[config.mk]
export PLATFORM = sky130hd
export DESIGN_NAME = reflected_crc_multi_width_unit
export DESIGN_NICKNAME = d
export VERILOG_FILES = /design/src/sv/rcrc_pkg.sv /design/src/sv/reflected_crc_multi_width_unit.sv /design/src/sv/rcrc_update.sv
export SDC_FILE = /design/constraint.sdc
export NUM_CORES = 1
export LEC_CHECK = 0
export BUFFER_PORTS_ARGS = -buffer_cell sky130_fd_sc_hd__buf_2
export CAP_MARGIN = 20
export CORE_MARGIN = 4
export CORE_UTILIZATION = 62
export DETAILED_ROUTE_END_ITERATION = 10
export HOLD_SLACK_MARGIN = 0.15
export PLACE_DENSITY = 0.95
export SYNTH_ARGS = -nofsm -noshare
export SYNTH_HDL_FRONTEND = slang
export SYNTH_SLANG_ARGS = --single-unit
[constraint.sdc]
create_clock -name clk_i -period 6.9 [get_ports clk_i]
set_input_delay 0.345 -clock clk_i [delete_from_list [all_inputs] [get_ports clk_i]]
set_output_delay 0.345 -clock clk_i [all_outputs]
set_load 0.1 [all_outputs]
[src/sv/rcrc_pkg.sv]
// Package for the reflected multi-width CRC unit.
// Holds mode codes, polynomials, width masks and their selection functions.
// No dependencies.
`default_nettype none

package rcrc_pkg;

  localparam int unsigned CrcW  = 32;
  localparam int unsigned ByteW = 8;
  localparam int unsigned ModeW = 2;

  typedef enum logic [ModeW-1:0] {
    CRC_MODE_8  = 2'd0,
    CRC_MODE_16 = 2'd1,
    CRC_MODE_32 = 2'd2
  } crc_mode_e;

  localparam logic [CrcW-1:0] POLY_CRC8  = 32'h0000_00E0;
  localparam logic [CrcW-1:0] POLY_CRC16 = 32'h0000_A001;
  localparam logic [CrcW-1:0] POLY_CRC32 = 32'hEDB8_8320;
  localparam logic [CrcW-1:0] MASK_CRC8  = 32'h0000_00FF;
  localparam logic [CrcW-1:0] MASK_CRC16 = 32'h0000_FFFF;
  localparam logic [CrcW-1:0] MASK_CRC32 = 32'hFFFF_FFFF;
  localparam logic [CrcW-1:0] CRC_INIT   = MASK_CRC32;

  localparam logic [ModeW-1:0] CRC_MODE_RESET = CRC_MODE_32;

  function automatic logic [CrcW-1:0] width_mask(input logic [ModeW-1:0] mode);
    logic [CrcW-1:0] m;
    case (mode)
      CRC_MODE_8:  m = MASK_CRC8;
      CRC_MODE_16: m = MASK_CRC16;
      default:     m = MASK_CRC32;
    endcase
    return m;
  endfunction

  function automatic logic [CrcW-1:0] width_poly(input logic [ModeW-1:0] mode);
    logic [CrcW-1:0] p;
    case (mode)
      CRC_MODE_8:  p = POLY_CRC8;
      CRC_MODE_16: p = POLY_CRC16;
      default:     p = POLY_CRC32;
    endcase
    return p;
  endfunction

endpackage

`default_nettype wire

[src/sv/reflected_crc_multi_width_unit.sv]
// A byte beat is registered in the input stage; a last byte's result is then registered in the result stage.
// Throughput: one byte per cycle unless a last byte holds; the update is one registered pass.
// A result register parts the sides; only a last byte holds while a result waits.
// Reset: mode CRC-32, running CRC all ones, input and result stages empty.
// Top level of the reflected multi-width CRC unit; uses rcrc_pkg, rcrc_update.
`default_nettype none

module reflected_crc_multi_width_unit (
  input  wire logic                       clk_i,
  input  wire logic                       rst_ni,
  input  wire logic                       cfg_we_i,
  input  wire logic [rcrc_pkg::ModeW-1:0] cfg_wdata_i,
  input  wire logic                       in_valid_i,
  output logic                            in_ready_o,
  input  wire logic [rcrc_pkg::ByteW-1:0] data_byte_i,
  input  wire logic                       last_byte_i,
  output logic                            out_valid_o,
  input  wire logic                       out_ready_i,
  output logic      [rcrc_pkg::CrcW-1:0]  crc_value_o
);
  import rcrc_pkg::*;

  logic [ModeW-1:0] mode_q;
  logic             in_valid_q;
  logic [ByteW-1:0] data_q;
  logic             last_q;
  logic [CrcW-1:0]  crc_q;
  logic             out_valid_q;
  logic [CrcW-1:0]  crc_value_q;

  logic [CrcW-1:0]  crc_next;
  logic [CrcW-1:0]  crc_final;
  logic             out_free;
  logic             advance;

  rcrc_update u_update (
    .mode_i  (mode_q),
    .crc_i   (crc_q),
    .data_i  (data_q),
    .crc_o   (crc_next),
    .final_o (crc_final)
  );

  assign out_free   = !out_valid_q || out_ready_i;
  assign advance    = in_valid_q && (!last_q || out_free);
  assign in_ready_o = !in_valid_q || advance;

  // mode register
  always_ff @(posedge clk_i or negedge rst_ni) begin
    if (!rst_ni) begin
      mode_q <= CRC_MODE_RESET;
    end else if (cfg_we_i) begin
      mode_q <= cfg_wdata_i;
    end
  end

  // input stage
  always_ff @(posedge clk_i or negedge rst_ni) begin
    if (!rst_ni) begin
      in_valid_q <= 1'b0;
    end else if (in_ready_o) begin
      in_valid_q <= in_valid_i;
    end
  end

  always_ff @(posedge clk_i) begin
    if (in_valid_i && in_ready_o) begin
      data_q <= data_byte_i;
      last_q <= last_byte_i;
    end
  end

  // running CRC: reload on the last byte
  always_ff @(posedge clk_i or negedge rst_ni) begin
    if (!rst_ni) begin
      crc_q <= CRC_INIT;
    end else if (advance) begin
      crc_q <= last_q ? CRC_INIT : crc_next;
    end
  end

  // result stage
  always_ff @(posedge clk_i or negedge rst_ni) begin
    if (!rst_ni) begin
      out_valid_q <= 1'b0;
    end else if (out_free) begin
      out_valid_q <= advance && last_q;
    end
  end

  always_ff @(posedge clk_i) begin
    if (advance && last_q) begin
      crc_value_q <= crc_final;
    end
  end

  assign out_valid_o = out_valid_q;
  assign crc_value_o = crc_value_q;

`ifndef SYNTH
  a_reload_after_last: assert property (@(posedge clk_i) disable iff (!rst_ni)
    advance && last_q |=> crc_q == CRC_INIT)
    else $error("running CRC not reloaded after last byte");

  a_result_held: assert property (@(posedge clk_i) disable iff (!rst_ni)
    out_valid_q && !out_ready_i |=> out_valid_q && $stable(crc_value_q))
    else $error("pending result lost or overwritten");

  a_beat_captured: assert property (@(posedge clk_i) disable iff (!rst_ni)
    in_valid_i && in_ready_o |=> in_valid_q)
    else $error("accepted byte beat not held in input stage");
`endif

endmodule

`default_nettype wire

[src/sv/rcrc_update.sv]
// One-byte reflected CRC update, eight shift/xor steps unrolled.
// Also forms the complemented, width-masked final value. Uses rcrc_pkg.
`default_nettype none

module rcrc_update (
  input  wire logic [rcrc_pkg::ModeW-1:0] mode_i,
  input  wire logic [rcrc_pkg::CrcW-1:0]  crc_i,
  input  wire logic [rcrc_pkg::ByteW-1:0] data_i,
  output logic      [rcrc_pkg::CrcW-1:0]  crc_o,
  output logic      [rcrc_pkg::CrcW-1:0]  final_o
);
  import rcrc_pkg::*;

  logic [CrcW-1:0] mask;
  logic [CrcW-1:0] poly;
  logic [CrcW-1:0] c;

  always_comb begin
    mask = width_mask(mode_i);
    poly = width_poly(mode_i);
    c    = (crc_i & mask) ^ {{(CrcW-ByteW){1'b0}}, data_i};
    for (int k = 0; k < ByteW; k++) begin
      if (c[0]) begin
        c = (c >> 1) ^ poly;
      end else begin
        c = c >> 1;
      end
    end
    crc_o   = c & mask;
    final_o = ~crc_o & mask;
  end

endmodule

`default_nettype wire
==> results.yml, run 1 <==
status:
  status: "finished, final reports clean"
clocking:
  cts_tree: "done"
  cts.sinks: 77
  clk_latency_ns: 0.35
  clk_path_buf_depth: 2
  htree_num_levels: 3
  cts_resized: 0
  cts.reportedPaths.clkPinSlew_ns: 0.08
  cts_buffers: 9
  root_buffer: "clkbuf_8"
sta:
  maxClockFrequency_ghz: 0.3169
  worst_slew_pin_slew_ns: 0.8579
  final.setup.tns_ns: 0
  max_slew_margin_pct: 42.52
  finalSetupViolCount: 0
  grt_setup_unrepaired: "false"
  fin_worst_skew_ns: 0.004483
  slew_violations: 0
  finalWorstSetupSlack_ns: 3.744
  post-route-min-period_ns: 3.156
  fin_crit_sh_pct: 45.73
  hold_viol: 0
  hold-worst-slack_ns: 0.1650
worst_setup_path:
  crit_fanout: 39
  critPathCaptureType: "register"
  path_class: "reg2reg"
  cp-start-kind: "register"
  cp.arrival_ns: 3.27
  cp.required_ns: 7.01
hold_path:
  min_path_type: "in2reg"
grt:
  grt_max_degree: 40
  gr-total-overflow: 0
  grt_pass1_vias: 3191
  grt_pass1_wl_um: 17130
  antenna_found_initial: 0
  grt_usage_pct: 26.71
synth:
  synth_top_family_by_area: "XOR/XNOR gates"
  synthMuxAreaShare_pct: 2.183
  synthesis.area_um2: 4413
  synth.avg_cell_area_um2: 11.55
  yosysTopAreaCell: "edfxtp_1"
  synth_edf_count: 41
  synth-seq-cells: 77
  synthTopCellsByArea: "edfxtp_1 28%, dfstp_2 20%, xnor2_1 12%"
  synthCells: 382
  synthArstFlopShare_pct: 46.75
  synth-xor-area-share_pct: 24.24
  synth_fa_ha_area_share_pct: 0
  synth_ff_type: "edfxtp_1"
  synthDistinctLibCells: 52
  synth-seq-area-share_pct: 49.25
  synth_compound_area_share_pct: 11.74
  synth_simple_gate_area_share_pct: 9.952
  netlist.area_leader.share_pct: 27.90
  synth_fp_nets: 398
  yosysWarnings: 0
drt:
  ant_nets: 0
  vias: 3205
  viasPerCell: 6.002
  finalWirelength_um: 10760
  drt_pass1_iterations: 5
  routedWlPerCell_um: 20.16
  drt_iter0_markers: 276
  remaining_drc_errors: 0
floorplan:
  initial_utilization_pct: 64.24
  top_level_ports: 50
  coreArea_um2: 6869
  fp.dieW_um: 92.37
  die-height_um: 92.37
  std_cell_rows: 30
  dieArea_um2: 8531
cells_and_area:
  final_util_pct: 72.57
  area_growth_pct: 12.96
  fillers: 469
  antennaDiodeCount: 0
  layout-drive-gt1-share_pct: 27.63
  final_nets: 449
placed_design:
  pre_cts_slack_ns: 3.623
  gp_congestion: 0.9198
  io_buffers: 49
  dpl.hpwl_um: 7182
job:
  drv_cap: 0
==> routing by layer <==
metal,up-vias,GRT usage [%],part of all wire [%],routed length [µm]
li1,1436,-,-,-
met1,1528,35.90,40,4319
met2,194,40.42,47,5027
met3,47,6.905,8.8,950
met4,0,13.00,4.3,467
met5,-,0,0,0
==> critical path: stages, from the launching register on <==
cell,delay [ns]
dfstp_2,0.98
inv_1,0.58
nand2_1,0.45
nand2_1,0.08
o21ai_0,0.10
xor2_1,0.26
xnor3_1,0.27
and2_1,0.17
==> logic make-up (layout without fill, tap and decap cells) <==
kind of cell | Yosys count | count (layout)
buffers and inverters | 23 | 79
and+or+nand+nor | 97 | 97
DFF | 77 | 77
xor gates and xnor gates | 97 | 97
AOI/OAI and AO/OA | 79 | 79
muxes | 9 | 9
==> layout make-up <==
type                            count  area (µm²)  area share, %
Inverter                            4       15.01         0.3012
Sequential cell                    77        2173          43.60
Timing Repair Buffer               59       327.8          6.576
Clock inverter                      4       70.07          1.406
Tap cell                           96       120.1          2.410
Multi-Input combinational cell    282        2123          42.60
Clock buffer                       12       155.1          3.112
==> sequential cells by signal, indices dropped and copies added (netlist names) <==
| name | count |
|---|---|
| crc_value_o | 32 |
| out_valid_o | 1 |
| crc_q | 32 |
| last_q | 1 |
| mode_q | 2 |
| in_valid_q | 1 |
| data_q | 8 |
==> timing repair <==
item / 4_1_cts / 5_1_grt
hold buffers: 1 / 2
buffers inserted: 0 / 0
hold endpoints to repair: 3 / 2
==> final timing paths <==
| kind | startpoint | end | slack [ns] | cells after the start |
|---|---|---|---|---|
| max | mode_q[1] | crc_value_o[20] | 3.74 | 7 |
| min | last_byte_i | last_q | 0.16 | 1 |
| max reg2reg | mode_q[1] | crc_value_o[20] | 3.74 | 7 |
| min reg2reg | crc_q[31] | crc_q[31] | 0.51 | 2 |
| max in group asynchronous | rst_ni | out_valid_o | 5.72 | 2 |
| min in group asynchronous | rst_ni | mode_q[0] | 0.63 | 2 |
==> cell usage after synthesis (8+ instances only) <==
cell type / count
xnor2_1: 59
nor2_1: 43
clkbuf_1: 13
a21oi_1: 23
dfstp_2: 33
edfxtp_1: 41
xor2_1: 22
o211ai_1: 8
o21a_1: 9
o21ai_0: 19
and2_1: 14
nand2_1: 23
==> through the flow <==
stage / std cells / area [µm²]
3_5_place_dp: 514 / 4722
4_1_cts: 531 / 4957
6_report: 534 / 4985
5_1_grt: 534 / 4985
2_1_floorplan: 382 / 4413
3_3_place_gp: 514 / 4722
==> cells in the final DEF (no fill, tap or decap), drive strengths merged, types with 2 or more instances in the layout <==
master       Yosys  layout
clkinv           1       3
xnor2           65      65
a211oi           2       2
o21ai           19      19
and2            14      14
o21a             9       9
xor2            24      24
dfstp           33      33
xnor3            8       8
buf              4      56
dfrtp            3       3
dlygate4sd3      0       3
edfxtp          41      41
nand3            2       2
mux2             2       2
o22a             2       2
nor3             5       5
nand2           24      24
a22oi            2       2
o22ai            5       5
inv              3       3
a21oi           24      24
bufinv           0       2
or4              2       2
clkbuf          15      12
mux2i            7       7
nor2            44      44
o211ai           8       8
Power of run 1 is left out: the tool's default activity adds up to more than one toggle a clock period on the data nets, which glitch-free logic cannot reach.
==> inputs of run 2 (changes only) <==
--- a/config.mk
+++ b/config.mk
@@ -8,10 +8,10 @@
 export BUFFER_PORTS_ARGS = -buffer_cell sky130_fd_sc_hd__buf_2
 export CAP_MARGIN = 20
 export CORE_MARGIN = 4
-export CORE_UTILIZATION = 62
+export CORE_UTILIZATION = 59
 export DETAILED_ROUTE_END_ITERATION = 10
 export HOLD_SLACK_MARGIN = 0.15
-export PLACE_DENSITY = 0.95
+export PLACE_DENSITY = 0.91
 export SYNTH_ARGS = -nofsm -noshare
 export SYNTH_HDL_FRONTEND = slang
 export SYNTH_SLANG_ARGS = --single-unit
==> constraint.sdc (replaced) <==
create_clock -name clk_i -period 3.21 [get_ports clk_i]
set_input_delay 0.1605 -clock clk_i [delete_from_list [all_inputs] [get_ports clk_i]]
set_output_delay 0.1605 -clock clk_i [all_outputs]
set_load 0.1 [all_outputs]
==> results.yml, run 2 (same netlist as run 1, synthesis figures left out) <==
sta:
  fin_worst_skew_ns: 0.006659
  fin_crit_sh_pct: 86.82
  worst_slew_pin_slew_ns: 0.8602
  grt_setup_unrepaired: "false"
  slew_violations: 0
  max_slew_margin_pct: 42.65
  finalSetupViolCount: 0
  finalWorstSetupSlack_ns: 0.4230
  final.setup.tns_ns: 0
  post-route-min-period_ns: 2.787
  maxClockFrequency_ghz: 0.3588
  hold_viol: 0
clocking:
  cts.sinks: 77
  clk_path_buf_depth: 2
  clk_latency_ns: 0.36
  cts_setup_buffers: 0
  cts.reportedPaths.clkPinSlew_ns: 0.08
  root_buffer: "clkbuf_8"
  cts_tree: "done"
  htree_num_levels: 3
  cts_buffers: 9
cells_and_area:
  final_util_pct: 71.61
  area_growth_pct: 17.69
  antennaDiodeCount: 0
  layout_commonest_cell: "xnor2_1"
  seqCellArea_um2: 2173
  fillers: 508
  layout-drive-gt1-share_pct: 28.35
  fin_cells: 561
  final_nets: 473
  multi_input_area_um2: 2123
  final_cell_mix: "59 x xnor2_1, 49 x buf_2, 43 x nor2_1"
drt:
  finalWirelength_um: 11120
  routedWlPerCell_um: 19.82
  ant_nets: 0
  remaining_drc_errors: 0
  drt_pass1_iterations: 5
  vias: 3276
  drt_iter0_markers: 280
  viasPerCell: 5.840
placed_design:
  dp_cells: 530
  io_buffers: 49
  dpl.hpwl_um: 7765
  gp_congestion: 0.9850
  pre_cts_slack_ns: 0.4325
grt:
  grt_pass1_vias: 3275
  gr-total-overflow: 0
  grt_pass1_wl_um: 17660
  antenna_found_initial: 0
  grt_usage_pct: 26.92
  grt_max_degree: 37
worst_setup_path:
  crit_fanout: 8
  cp-start-kind: "register"
  path_class: "reg2reg"
  critPathCaptureType: "register"
  cp.arrival_ns: 3.07
  reg2regPathDepth: 7
  cp.required_ns: 3.50
floorplan:
  fp.dieW_um: 94.49
  die-height_um: 94.49
  dieArea_um2: 8927
  top_level_ports: 50
  initial_utilization_pct: 60.84
  coreArea_um2: 7253
  std_cell_rows: 31
hold_path:
  min_path_type: "in2async"
status:
  status: "finished, final reports clean"
job:
  drv_cap: 0
-- run 2: cell count changes in the layout (fill, tap and decap cells not counted), sizes merged --
cell and delta:
buf +12, dlygate4sd3 +12, clkbuf -1, clkinvlp +1
-- run 2: per-layer routing --
layer / GRT usage [%] / share of wire [%]
met1: 35.69 / 40
met2: 43.03 / 49
met3: 5.100 / 7.9
met4: 12.38 / 3.1
met5: 0 / 0
-- run 2: timing repair --
| item | in CTS | in global routing |
|---|---|---|
| hold endpoints to repair | 16 | 0 |
| setup endpoints to repair | 0 | 0 |
| hold buffers | 15 | 0 |
| resized for setup | 0 | 0 |
-- run 2: cell type report --
class / instances / share of cell area (%)
Timing Repair Buffer: 83 / 10.60
Clock inverter: 5 / 1.470
Tap cell: 99 / 2.385
Sequential cell: 77 / 41.85
Multi-Input combinational cell: 282 / 40.88
Clock buffer: 11 / 2.530
Inverter: 4 / 0.2891
-- run 2: path summary, 6_finish.rpt --
path / from / endpoint / slack (ns)
max: data_q[5] / crc_q[15] / 0.42
min: rst_ni / mode_q[0] / 0.43
min in group clk_i: crc_q[31] / crc_q[31] / 0.49
max in group asynchronous: rst_ni / out_valid_o / 2.22
min reg2reg: crc_q[31] / crc_q[31] / 0.49
max reg2reg: data_q[5] / crc_q[15] / 0.42
-- run 2: worst max-delay path: stages, from the launching register on --
cell and delay, ns:
edfxtp_1 0.46, xnor2_4 0.47, xor2_4 0.39, xnor3_2 0.56, mux2i_2 0.28, a21oi_2 0.06
xor2_1 0.16, a221o_1 0.34
-- run 2: per-stage QoR --
step	cell area (µm²)	hold WS, ns
2_1_floorplan	4413	-0.1351
3_3_place_gp	4836	0.3115
3_5_place_dp	4836	0.3142
4_1_cts	5194	0.4609
5_1_grt	5194	0.4972
6_report	5194	0.4302
Power of run 2 is left out for the same reason.
